### config.mk
export PLATFORM = sky130hd
export DESIGN_NAME = capture_stream_stall_watchdog_top
export DESIGN_NICKNAME = d
export VERILOG_FILES = /design/src/rtl/core/cssw_pkg.sv /design/src/rtl/core/capture_stream_stall_watchdog_top.sv
export SDC_FILE = /design/constraint.sdc
export NUM_CORES = 2
export LEC_CHECK = 0
export CORE_ASPECT_RATIO = 1.1
export CORE_UTILIZATION = 30
export DETAILED_ROUTE_END_ITERATION = 12
export DONT_BUFFER_PORTS = 1
export GPL_ROUTABILITY_DRIVEN = 0
export PLACE_DENSITY = 0.4
export SYNTH_ARGS = -nofsm -noshare
export SYNTH_HDL_FRONTEND = slang
export SYNTH_SLANG_ARGS = --single-unit
### constraint.sdc
create_clock -name clock -period 30.4 [get_ports clock]
set_input_delay 1.52 -clock clock [delete_from_list [all_inputs] [get_ports clock]]
set_output_delay 1.52 -clock clock [all_outputs]
set_load 0.01 [all_outputs]
### src/rtl/core/cssw_pkg.sv
`timescale 1ns / 1ps
// ---------------------------------------------------------------------------
// cssw_pkg: shared types and microcode for the capture stream stall watchdog
// Holds the channel payload structs, register indexes, verdict codes,
// datapath constants and the read-only control store of the sequencer.
// ---------------------------------------------------------------------------
package cssw_pkg;

   // Block limits
   localparam int MAX_SLOW_LIMIT = 16;
   localparam int TIME_BITS      = 48;

   // Times are kept to TIME_BITS bits of the 48-bit time field
   localparam logic [47:0] TIME_MASK =
      (TIME_BITS >= 48) ? {48{1'b1}} : ((48'd1 << TIME_BITS) - 48'd1);

   // Configuration register indexes
   localparam logic [2:0] CSR_TARGET_BYTES   = 3'd0;
   localparam logic [2:0] CSR_EXPECTED_RATE  = 3'd1;
   localparam logic [2:0] CSR_CHUNK_BYTES    = 3'd2;
   localparam logic [2:0] CSR_SLOW_THRESHOLD = 3'd3;
   localparam logic [2:0] CSR_IDLE_LIMIT_US  = 3'd4;

   // Register reset values
   localparam logic [4:0]  SLOW_THRESHOLD_RST = 5'd1;
   localparam logic [31:0] IDLE_LIMIT_RST     = 32'd1000000;

   // Slow test scale factors: 1.3 * 1e6 and 1e7
   localparam logic [31:0] CHUNK_SCALE = 32'd1300000;
   localparam logic [31:0] GOT_SCALE   = 32'd10000000;

   // Slow counter ceiling
   localparam logic [4:0] SLOW_RUN_MAX = 5'd31;

   typedef enum logic [2:0] {
      V_OK    = 3'd0,
      V_DONE  = 3'd1,
      V_RETRY = 3'd2,
      V_WARN  = 3'd3,
      V_ABORT = 3'd4
   } verdict_type;

   typedef struct packed {
      logic [31:0]        rx_bytes;
      logic [47:0]        now_us;
      logic signed [31:0] gap_us;
   } req_type;

   typedef struct packed {
      verdict_type verdict;
      logic [47:0] total_bytes;
   } rsp_type;

   // Multiplier operand pair
   typedef enum logic [1:0] {
      MUL_NONE,
      MUL_RATE,
      MUL_CHUNK,
      MUL_GOT
   } mul_sel_type;

   // Datapath operation of one step
   typedef enum logic [2:0] {
      OP_NOP,
      OP_ACCUM,
      OP_SAVE_RATE,
      OP_CMP_LIM,
      OP_SCALE_IDLE,
      OP_CMP_NEED,
      OP_VERDICT
   } op_type;

   // Jump condition
   typedef enum logic [1:0] {
      JMP_NEXT,
      JMP_SKIP,
      JMP_HOLD
   } jmp_type;

   typedef logic [2:0] step_type;

   localparam step_type STEP_FIRST   = 3'd0;
   localparam step_type STEP_VERDICT = 3'd5;

   typedef struct packed {
      mul_sel_type mul_sel;
      op_type      op;
      jmp_type     jmp;
      step_type    target;
      logic        last;
   } ctrl_word_type;

   // Control store: one word per step
   function automatic ctrl_word_type ucode(input step_type step);
      ctrl_word_type cw;
      case (step)
         3'd0:    cw = '{MUL_RATE,  OP_ACCUM,      JMP_NEXT, STEP_FIRST,   1'b0};
         3'd1:    cw = '{MUL_CHUNK, OP_SAVE_RATE,  JMP_SKIP, STEP_VERDICT, 1'b0};
         3'd2:    cw = '{MUL_GOT,   OP_CMP_LIM,    JMP_NEXT, STEP_FIRST,   1'b0};
         3'd3:    cw = '{MUL_NONE,  OP_SCALE_IDLE, JMP_NEXT, STEP_FIRST,   1'b0};
         3'd4:    cw = '{MUL_NONE,  OP_CMP_NEED,   JMP_NEXT, STEP_FIRST,   1'b0};
         3'd5:    cw = '{MUL_NONE,  OP_VERDICT,    JMP_HOLD, STEP_VERDICT, 1'b1};
         default: cw = '{MUL_NONE,  OP_NOP,        JMP_NEXT, STEP_FIRST,   1'b1};
      endcase
      return cw;
   endfunction

endpackage

### src/rtl/core/capture_stream_stall_watchdog_top.sv
`timescale 1ns / 1ps
// ---------------------------------------------------------------------------
// capture_stream_stall_watchdog_top: stall watchdog for a capture stream
// Judges each transfer completion item and returns a verdict with the
// running byte total, driven by a small microcoded sequencer.
// ---------------------------------------------------------------------------
// One item is worked on at a time. An accepted item runs a six-step
// microprogram over one shared 32x32 multiplier: it updates the byte total
// and times, forms the three products of the slow test, compares them,
// checks the idle time and loads the verdict into the output register. The
// result is loaded after steps 0 to 5 in order, or after steps 0, 1 and 5
// when the verdict is done or the speed test does not apply (step 1 jumps to
// the verdict step). The next item is accepted while a result still waits in
// the output register; the verdict step holds only while that register is
// full and stalled. Configuration writes take effect at the edge where csr_we
// is high; indexes above 4 are ignored.
// ---------------------------------------------------------------------------
module capture_stream_stall_watchdog_top #(
   parameter int SLOW_LIMIT = cssw_pkg::MAX_SLOW_LIMIT,
   parameter int TIME_WIDTH = cssw_pkg::TIME_BITS
) (
   input  logic              clock,
   input  logic              reset,
   input  logic              req_valid,
   output logic              req_stall,
   input  cssw_pkg::req_type req_payload,
   output logic              rsp_valid,
   input  logic              rsp_stall,
   output cssw_pkg::rsp_type rsp_payload,
   input  logic              csr_we,
   input  logic [2:0]        csr_index,
   input  logic [47:0]       csr_wdata
);
   import cssw_pkg::*;

   localparam logic [6:0]  MaxSlow  = 7'(SLOW_LIMIT);
   localparam logic [47:0] TimeMask =
      (TIME_WIDTH >= 48) ? {48{1'b1}} : ((48'd1 << TIME_WIDTH) - 48'd1);

   // Configuration registers
   logic [47:0] target_ff,   target_in;
   logic [31:0] exp_rate_ff, exp_rate_in;
   logic [31:0] chunk_ff,    chunk_in;
   logic [4:0]  thr_ff,      thr_in;
   logic [31:0] idle_lim_ff, idle_lim_in;

   // Sequencer
   logic     busy_ff, busy_in;
   step_type pc_ff,   pc_in;
   ctrl_word_type cw;
   logic     hold;
   logic     take_jump;
   logic     req_accept;

   // Watchdog state
   logic [47:0] total_ff,   total_in;
   logic [47:0] start_ff,   start_in;
   logic [47:0] last_ff,    last_in;
   logic [4:0]  run_ff,     run_in;
   logic        retried_ff, retried_in;
   logic        warned_ff,  warned_in;

   // Datapath
   req_type     item_ff,      item_in;
   logic [63:0] prod_ff,      prod_in;
   logic [63:0] rate_prod_ff, rate_prod_in;
   logic [66:0] scaled_ff,    scaled_in;
   logic        slow_ff,      slow_in;
   logic        done_ff,      done_in;
   logic        idle_ff,      idle_in;

   // Output register
   logic    rsp_valid_ff, rsp_valid_in;
   rsp_type rsp_ff,       rsp_in;
   logic    rsp_load;

   // Combinational helpers
   logic [47:0] now_m;
   logic        since_pos;
   logic        speed_off;
   logic        done_now;
   logic        skip;
   logic [31:0] mul_a, mul_b;
   logic [48:0] sum;
   logic [47:0] ref_time;
   logic [48:0] diff;
   logic        idle_now;
   logic [4:0]  run_next;
   logic [6:0]  thr_w;

   assign req_accept  = req_valid && !req_stall;
   assign req_stall   = busy_ff;
   assign rsp_valid   = rsp_valid_ff;
   assign rsp_payload = rsp_ff;

   // Decode the current step
   assign cw        = ucode(pc_ff);
   assign hold      = rsp_valid_ff && rsp_stall;
   assign take_jump = (cw.jmp == JMP_SKIP && skip) || (cw.jmp == JMP_HOLD && hold);
   assign rsp_load  = busy_ff && cw.op == OP_VERDICT && !hold;

   // Shared conditions
   assign now_m     = item_ff.now_us & TimeMask;
   assign since_pos = item_ff.gap_us != 32'sd0 && !item_ff.gap_us[31];
   assign speed_off = !since_pos || exp_rate_ff == 32'd0 || chunk_ff == 32'd0;
   assign done_now  = target_ff != 48'd0 && total_ff >= target_ff;
   assign skip      = done_now || speed_off;
   assign sum       = {1'b0, total_ff} + {17'd0, item_ff.rx_bytes};
   assign ref_time  = (last_ff != 48'd0) ? last_ff : start_ff;
   assign diff      = {1'b0, now_m} - {1'b0, ref_time};
   assign idle_now  = !diff[48] && diff[47:0] > {16'd0, idle_lim_ff};

   // Select multiplier operands
   always_comb begin
      case (cw.mul_sel)
         MUL_RATE: begin
            mul_a = item_ff.gap_us;
            mul_b = exp_rate_ff;
         end
         MUL_CHUNK: begin
            mul_a = chunk_ff;
            mul_b = CHUNK_SCALE;
         end
         MUL_GOT: begin
            mul_a = item_ff.rx_bytes;
            mul_b = GOT_SCALE;
         end
         default: begin
            mul_a = 32'd0;
            mul_b = 32'd0;
         end
      endcase
   end

   // Slow counter and threshold for the verdict step
   always_comb begin
      if (!slow_ff) begin
         run_next = 5'd0;
      end else if (run_ff == SLOW_RUN_MAX) begin
         run_next = SLOW_RUN_MAX;
      end else begin
         run_next = run_ff + 5'd1;
      end
      thr_w = (thr_ff == 5'd0) ? 7'd1 : {2'd0, thr_ff};
      if (thr_w > MaxSlow) begin
         thr_w = MaxSlow;
      end
   end

   // Configuration writes
   always_comb begin
      target_in   = target_ff;
      exp_rate_in = exp_rate_ff;
      chunk_in    = chunk_ff;
      thr_in      = thr_ff;
      idle_lim_in = idle_lim_ff;
      if (csr_we) begin
         case (csr_index)
            CSR_TARGET_BYTES:   target_in   = csr_wdata;
            CSR_EXPECTED_RATE:  exp_rate_in = csr_wdata[31:0];
            CSR_CHUNK_BYTES:    chunk_in    = csr_wdata[31:0];
            CSR_SLOW_THRESHOLD: thr_in      = csr_wdata[4:0];
            CSR_IDLE_LIMIT_US:  idle_lim_in = csr_wdata[31:0];
            default:            ;
         endcase
      end
   end

   // Advance the step counter
   always_comb begin
      busy_in = busy_ff;
      pc_in   = pc_ff;
      item_in = item_ff;
      if (!busy_ff) begin
         if (req_accept) begin
            busy_in = 1'b1;
            pc_in   = STEP_FIRST;
            item_in = req_payload;
         end
      end else if (take_jump) begin
         pc_in = cw.target;
      end else if (cw.last) begin
         busy_in = 1'b0;
      end else begin
         pc_in = pc_ff + 3'd1;
      end
   end

   // Datapath operations of the current step
   always_comb begin
      total_in     = total_ff;
      start_in     = start_ff;
      last_in      = last_ff;
      run_in       = run_ff;
      retried_in   = retried_ff;
      warned_in    = warned_ff;
      prod_in      = prod_ff;
      rate_prod_in = rate_prod_ff;
      scaled_in    = scaled_ff;
      slow_in      = slow_ff;
      done_in      = done_ff;
      idle_in      = idle_ff;
      rsp_in       = rsp_ff;
      rsp_valid_in = rsp_valid_ff && rsp_stall;

      if (busy_ff) begin
         if (cw.mul_sel != MUL_NONE) begin
            prod_in = mul_a * mul_b;
         end
         case (cw.op)
            OP_ACCUM: begin
               if (start_ff == 48'd0) begin
                  start_in = now_m;
               end
               if (item_ff.rx_bytes != 32'd0) begin
                  total_in = sum[48] ? {48{1'b1}} : sum[47:0];
                  last_in  = now_m;
               end
            end
            OP_SAVE_RATE: begin
               rate_prod_in = prod_ff;
               done_in      = done_now;
            end
            OP_CMP_LIM: begin
               slow_in = rate_prod_ff > prod_ff;
            end
            OP_SCALE_IDLE: begin
               scaled_in = {rate_prod_ff, 3'd0} - {3'd0, rate_prod_ff};
               idle_in   = idle_now;
            end
            OP_CMP_NEED: begin
               slow_in = slow_ff || scaled_ff > {3'd0, prod_ff};
            end
            OP_VERDICT: begin
               if (rsp_load) begin
                  rsp_valid_in       = 1'b1;
                  rsp_in.total_bytes = total_ff;
                  rsp_in.verdict     = V_OK;
                  if (done_ff) begin
                     rsp_in.verdict = V_DONE;
                  end else if (speed_off) begin
                     rsp_in.verdict = V_OK;
                  end else if (total_ff == 48'd0) begin
                     run_in = run_next;
                     if ({2'd0, run_next} >= thr_w) begin
                        if (!retried_ff) begin
                           retried_in     = 1'b1;
                           run_in         = 5'd0;
                           rsp_in.verdict = V_RETRY;
                        end else begin
                           rsp_in.verdict = V_ABORT;
                        end
                     end
                  end else if (idle_ff) begin
                     rsp_in.verdict = V_ABORT;
                  end else if (slow_ff && !warned_ff) begin
                     warned_in      = 1'b1;
                     rsp_in.verdict = V_WARN;
                  end
               end
            end
            default: ;
         endcase
      end
   end

   // Register update
   always_ff @(posedge clock) begin
      if (reset) begin
         target_ff    <= 48'd0;
         exp_rate_ff  <= 32'd0;
         chunk_ff     <= 32'd0;
         thr_ff       <= SLOW_THRESHOLD_RST;
         idle_lim_ff  <= IDLE_LIMIT_RST;
         busy_ff      <= 1'b0;
         pc_ff        <= STEP_FIRST;
         total_ff     <= 48'd0;
         start_ff     <= 48'd0;
         last_ff      <= 48'd0;
         run_ff       <= 5'd0;
         retried_ff   <= 1'b0;
         warned_ff    <= 1'b0;
         rsp_valid_ff <= 1'b0;
      end else begin
         target_ff    <= target_in;
         exp_rate_ff  <= exp_rate_in;
         chunk_ff     <= chunk_in;
         thr_ff       <= thr_in;
         idle_lim_ff  <= idle_lim_in;
         busy_ff      <= busy_in;
         pc_ff        <= pc_in;
         total_ff     <= total_in;
         start_ff     <= start_in;
         last_ff      <= last_in;
         run_ff       <= run_in;
         retried_ff   <= retried_in;
         warned_ff    <= warned_in;
         rsp_valid_ff <= rsp_valid_in;
      end
      item_ff      <= item_in;
      prod_ff      <= prod_in;
      rate_prod_ff <= rate_prod_in;
      scaled_ff    <= scaled_in;
      slow_ff      <= slow_in;
      done_ff      <= done_in;
      idle_ff      <= idle_in;
      rsp_ff       <= rsp_in;
   end

`ifndef SYNTH
   // An accepted item starts the program at its first step
   a_start: assert property (@(posedge clock) disable iff (reset)
      req_accept |=> busy_ff && pc_ff == STEP_FIRST)
      else $error("item accepted without starting the microprogram");

   // A result appears only after the verdict step
   a_result_src: assert property (@(posedge clock) disable iff (reset)
      $rose(rsp_valid_ff) |-> $past(busy_ff) && $past(pc_ff) == STEP_VERDICT)
      else $error("result loaded outside the verdict step");

   // A retry verdict sets the once-only retry flag
   a_retry_once: assert property (@(posedge clock) disable iff (reset)
      rsp_load && rsp_in.verdict == V_RETRY |=> retried_ff)
      else $error("retry issued without marking it done");

   // The step counter stays within the program
   a_pc_range: assert property (@(posedge clock) disable iff (reset)
      busy_ff |-> pc_ff <= STEP_VERDICT)
      else $error("step counter left the microprogram");
`endif

endmodule

Yosys cells after proc, flatten, opt, wreduce, memory -nomap -nowiden
Cells that the tools add are included.
Widths: inputs -> output; s select.
{"block": "classes", "n_addsub": 5, "n_mul": 1, "n_lt_le_gt_ge": 6, "n_eq_ne": 22, "n_mux": 29, "n_bitwise": 5, "reduce_logical": 53}
{"cell": "$pmux 32 s3", "n": 2}
{"cell": "$logic_not 48->1", "n": 2}
{"cell": "$mux 48", "n": 2}
{"cell": "$reduce_bool 48->1", "n": 2}
{"cell": "$gt 67x64->1", "n": 1}
{"cell": "$sub 67x64->67", "n": 1}
{"cell": "$pmux 11 s6", "n": 1}
{"cell": "$gt 64x64->1", "n": 1}
{"cell": "$logic_not 32->1", "n": 2}
{"cell": "$mul 32x32->64", "n": 1}
{"cell": "$reduce_bool 32->1", "n": 2}
{"cell": "$add 48x32->49", "n": 1}
{"cell": "$sub 48x48->49", "n": 1}
{"cell": "$ge 48x48->1", "n": 1}
{"cell": "$gt 48x32->1", "n": 1}
{"cell": "$mux 5", "n": 6}
{"cell": "$mux 3", "n": 8}
{"cell": "$reduce_and 2->1", "n": 11}
{"cell": "$eq 3x2->1 const B", "n": 6}
{"cell": "$eq 3x3->1 const B", "n": 6}
{"cell": "$logic_and 1x1->1", "n": 10}
{"cell": "$eq 3x1->1 const B", "n": 3}
{"cell": "$reduce_and 3->1", "n": 3}
{"cell": "$mux 1", "n": 8}
{"cell": "20 further kinds", "n": 39}
{"block": "word_totals", "ff_bits": 666, "output_inout_bits": 53, "wordCells": 147}

Logic depth before layout (Yosys ltp)
{"block": "depth", "word_depth": 10, "ltp_mapped": 39, "depth_no_buf": 34}

Worst setup path after synthesis
Ideal clock, no wire load.
{"block": "synth_timing", "kind": "flip-flop to flip-flop", "start": "register pc_ff[1]", "end": "register idle_ff (enable)", "setup_time_ns": 0.686, "arrival_ns": 8.957, "required_ns": 29.714, "path_slack_ns": 20.756, "stages_incl_launch_ff": 9, "path_buffers": 3, "path_cell_list": "dfxtp_1 > inv_1 > ha_1 > clkbuf_1 > o21ai_1 > clkbuf_1 > clkbuf_1 > o21ai_0 > nor4b_1"}
{"block": "synth_between", "elab_chain_len": 4, "word_cells_on_any_way": 9}
{"element": "start: declaration", "line": "capture_stream_stall_watchdog_top.sv:49", "text": "step_type pc_ff, pc_in;"}
{"element": "start signal: assignment", "line": "capture_stream_stall_watchdog_top.sv:291", "text": "pc_ff <= pc_in;"}
{"element": "$eq 3x3->1 (tied with other cells)", "line": "cssw_pkg.sv:96", "text": "case (step)"}
{"element": "$pmux 11 s6 (*)", "line": "cssw_pkg.sv:96"}
{"element": "$eq 3x3->1 (*)", "line": "capture_stream_stall_watchdog_top.sv:210", "text": "case (cw.op)"}
{"element": "$reduce_and 2->1 (no line) (*)"}
{"element": "end signal: assignment", "line": "capture_stream_stall_watchdog_top.sv:306", "text": "idle_ff <= idle_in;"}
{"element": "end: declaration", "line": "capture_stream_stall_watchdog_top.sv:70", "text": "logic idle_ff, idle_in;"}
Every way passes the cells marked *; elsewhere a longest branch is shown, timed or not.
A chain may end at the register's enable or synchronous reset.

Final worst setup path
{"block": "layout_timing", "start": "register pc_ff[1]", "end": "register prod_ff[48] (data pin)"}
{"block": "layout_between", "elab_chain_len": 5, "word_cells_on_any_way": 13}
{"element": "$eq 3x3->1 (tied with other cells)", "line": "cssw_pkg.sv:96"}
{"element": "$pmux 11 s6 (*)", "line": "cssw_pkg.sv:96"}
{"element": "$eq 2x2->1 / $eq 2x1->1 (equally long branches)", "line": "capture_stream_stall_watchdog_top.sv:115", "text": "case (cw.mul_sel)"}
{"element": "$pmux 32 s3", "line": "capture_stream_stall_watchdog_top.sv:115"}
{"element": "$mul 32x32->64 (*)", "line": "capture_stream_stall_watchdog_top.sv:208", "text": "prod_in = mul_a * mul_b;"}
{"element": "end signal: assignment", "line": "capture_stream_stall_watchdog_top.sv:301", "text": "prod_ff <= prod_in;"}
{"element": "end: declaration", "line": "capture_stream_stall_watchdog_top.sv:65", "text": "logic [63:0] prod_ff, prod_in;"}
Marks and branches as above.

==> run_results.csv <==
group,metric,value,unit
layout,fillers,23607,
placement,io_buffers,0,
global_route,grt_pass1_wl,395100,um
power_and_ir_drop,static-leakage-power,33.30,nW
outcome,status,"completed",
worst_setup_path,cp.arrival,11180,ps
cts,cts_resized,0,
synth,synth_seq_cells,666,
timing,fin_tns_setup,0,ps
floorplan,ioPinCount,221,
cts,ctsHoldBuffers,0,
layout,nets,9118,
cts,ctsHtreeMaxLevel,3,
worst_setup_path,worst_path_max_delay_cell,"mux2i_1",
worst_setup_path,path_max_fanout,48,
power_and_ir_drop,power_frac_clock,27.6,%
worst_setup_path,slowest_delay,780,ps
cts,clk_pin_slew_worst_paths,70,ps
drt,wire_per_inst,26.35,um
layout,multi_input_area,46430,sq um
power_and_ir_drop,internal-power,0.001987,W
worst_setup_path,critPathRequiredTime,30840,ps
floorplan,num_rows,183,
cts,cts_setup_buffers,0,
timing,period_needed,10740,ps
timing,rsz0062_at_grt,"no",
power_and_ir_drop,switchingPower,0.001434,W
power_and_ir_drop,swShare,41.91,%
cts,cts_tree,"built",
timing,max-slew-margin-rel,12.69,%
floorplan,die_area,230900,sq um
synth,synth_cell_type_count,96,
placement,dp_hpwl,211700,um
layout,syn_to_final_growth,8.914,%
timing,final_hold_viol_count,0,
min_path,worstHoldPathType,"flop to flop",
layout,final_common_cell,"inv_1",
worst_setup_path,start_kind,"flop",
synth,synth_top_cell_by_area,"fa_1",
cts,root_buffer,"clkbuf_16",
drt,via_per_inst,5.175,
synth,synthesis.nets,9256,
floorplan,core,226700,sq um
synth,async_flop_share,0,%
global_route,grt_use_total,23.60,%
global_route,antenna_found_initial,20,
timing,finalSetupViolations,0,
worst_setup_path,criticalPathCategory,"flop to flop",
drt,firstDrtPassIters,6,
power_and_ir_drop,seqPwrFrac,31.9,%
drt,finalWirelength,275700,um
cts,cts.sinks,666,
synth,ys.flop_type,"edfxtp_1",
timing,fin_crit_sh,35.33,%
worst_setup_path,path_common_cell,"fa_1",
drt,num_vias,54160,
layout,most-common-layout-cells,"inv_1 (1130), nand2_1 (972), fa_1 (898)",
synth,syn_area,68680,sq um
timing,fin_worst_skew,50.25,ps
global_route,grt_pass1_vias,55265,
cts,cts_made_buffers,74,
worst_setup_path,cp-end-kind,"flop",
floorplan,fp.dieW,458.2,um
synth,synth_edf_count,361,
run,drv_cap,0,
drt,ant_nets,0,
synth,synth_top_area_share,26.17,%
floorplan,die_y,503.8,um
cts,clock_path_buffers,3,
layout,area.sequential,16950,sq um
drt,drt_iter0_drc,3991,
power_and_ir_drop,ir_worst_vdd,0.03710,mV
layout,fin_area,74810,sq um
timing,finalMaxSlewViolations,0,
layout,drive_gt1_share,4.620,%
timing,fmax,0.09311,GHz
synth,synth_cells,7566,
placement,dpl_cell_area,72270,sq um
floorplan,initial_utilization,30.30,%
drt,drc_errors,0,
global_route,overflow,0,
timing,worst_pin_slew,1310,ps
synth,synthTopCellsByArea,"fa_1 (26%), edfxtp_1 (16%), ha_1 (11%), dfxtp_1 (8.9%), inv_1 (6.2%)",
synth,yosys_warnings,0,
synth,ys_seq_area_share,24.67,%
global_route,grt_max_degree,306,
power_and_ir_drop,combPwrFrac,40.5,%
cts,clkLatencyLatePin,700,ps
power_and_ir_drop,pwr_density_cell,45.73,nW/um^2
synth,synth_area_per_cell,9.078,sq um
## worst paths after layout
check / start / to / slack (ps) / cells past startpoint
worst max register to register: pc_ff[1] / prod_ff[48] / 19660 / 32
worst min register to register: prod_ff[34] / rate_prod_ff[34] / 450 / 0
worst max-delay path: pc_ff[1] / prod_ff[48] / 19660 / 32
worst min-delay path: prod_ff[34] / rate_prod_ff[34] / 450 / 0
## flip-flops by register name, summed over array words and instances, names as in the netlist, 3 cells and up
name,cells
idle_lim_ff,32
prod_ff,64
target_ff,48
item_ff,64
rsp_payload,51
scaled_ff,67
run_ff,5
total_ff,48
start_ff,48
thr_ff,5
last_ff,48
now_m,48
chunk_ff,32
rate_prod_ff,64
exp_rate_ff,32
pc_ff,3
## logic make-up (layout without fill, tap and decap cells)
| kind of cell | after synthesis | count (layout) | share of synthesized area, % |
|---|---|---|---|
| flip-flops | 666 | 666 | 24.67 |
| AO/OA/AOI/OAI | 1286 | 1286 | 11.71 |
| multiplexers | 42 | 42 | 0.6121 |
| buffers and inverters | 1471 | 1394 | 8.050 |
| AND/OR/NAND/NOR | 2398 | 2398 | 15.10 |
| adder cells (fa/ha/maj) | 1522 | 1522 | 37.54 |
| other | 0 | 16 | 0 |
| XOR/XNOR | 181 | 181 | 2.308 |
## final cells by class
| cell class | count | share of cell area, % |
|---|---|---|
| Antenna cell | 16 | 0.05352 |
| Clock buffer | 88 | 2.613 |
| Clock inverter | 49 | 0.7259 |
| Inverter | 1131 | 5.675 |
| Multi-Input combinational cell | 5429 | 62.06 |
| Sequential cell | 666 | 22.65 |
| Tap cell | 2960 | 4.951 |
| Timing Repair Buffer | 126 | 1.264 |
## per-layer routing
layer	global-route usage (%)	wire length, um	up-vias
met5	0	89	-
met4	8.147	10300	8
met3	3.074	14480	351
met2	39.75	131900	1565
met1	30.93	118900	27779
li1	-	-	24457
## critical path: cells and delay by family, from the launching register on
kind	cells	cell delay (ps)
DFF	1	360
muxes	1	780
buffers and inverters	5	1330
AOI/OAI and AO/OA	11	2990
adders and majority gates	10	4310
xor gates and xnor gates	1	90
and+or+nand+nor	4	560
## power by group through the flow
| stage | sequential [W] | clock, W | combinational, W |
|---|---|---|---|
| 2_1_floorplan | 0.00107 | 0 | 0.000853 |
| 3_3_place_gp | 0.00111 | 0 | 0.00137 |
| 3_5_place_dp | 0.00111 | 0 | 0.00137 |
| 4_1_cts | 0.00109 | 0.000976 | 0.00138 |
| 5_1_grt | 0.00110 | 0.00100 | 0.00151 |
| 6_report | 0.00109 | 0.000945 | 0.00138 |
## cells in the mapped netlist (all sizes together) (101+ instances only)
cell type and count:
inv 1130, nand2 975, fa 898, nor2 852, ha 624, a21oi 560
edfxtp 361, clkbuf 322, dfxtp 305, o21ai 202, a21o 200, xnor2 112
nor4 101
## metrics by stage
stage	utilization [%]	setup slack, ps	power [W]	hold WS [ps]	std cells
after floorplan	-	20760	0.001927	426.4	7566
after CTS	32.98	19720	0.003449	451.2	10449
after global placement	31.88	19920	0.002478	433.7	10312
after detailed placement	31.88	19770	0.002484	444.0	10312
after global routing	33.00	19230	0.003613	465.4	10460
final	33.00	19660	0.003421	448.7	10465
(Power assumes the default switching activity.)
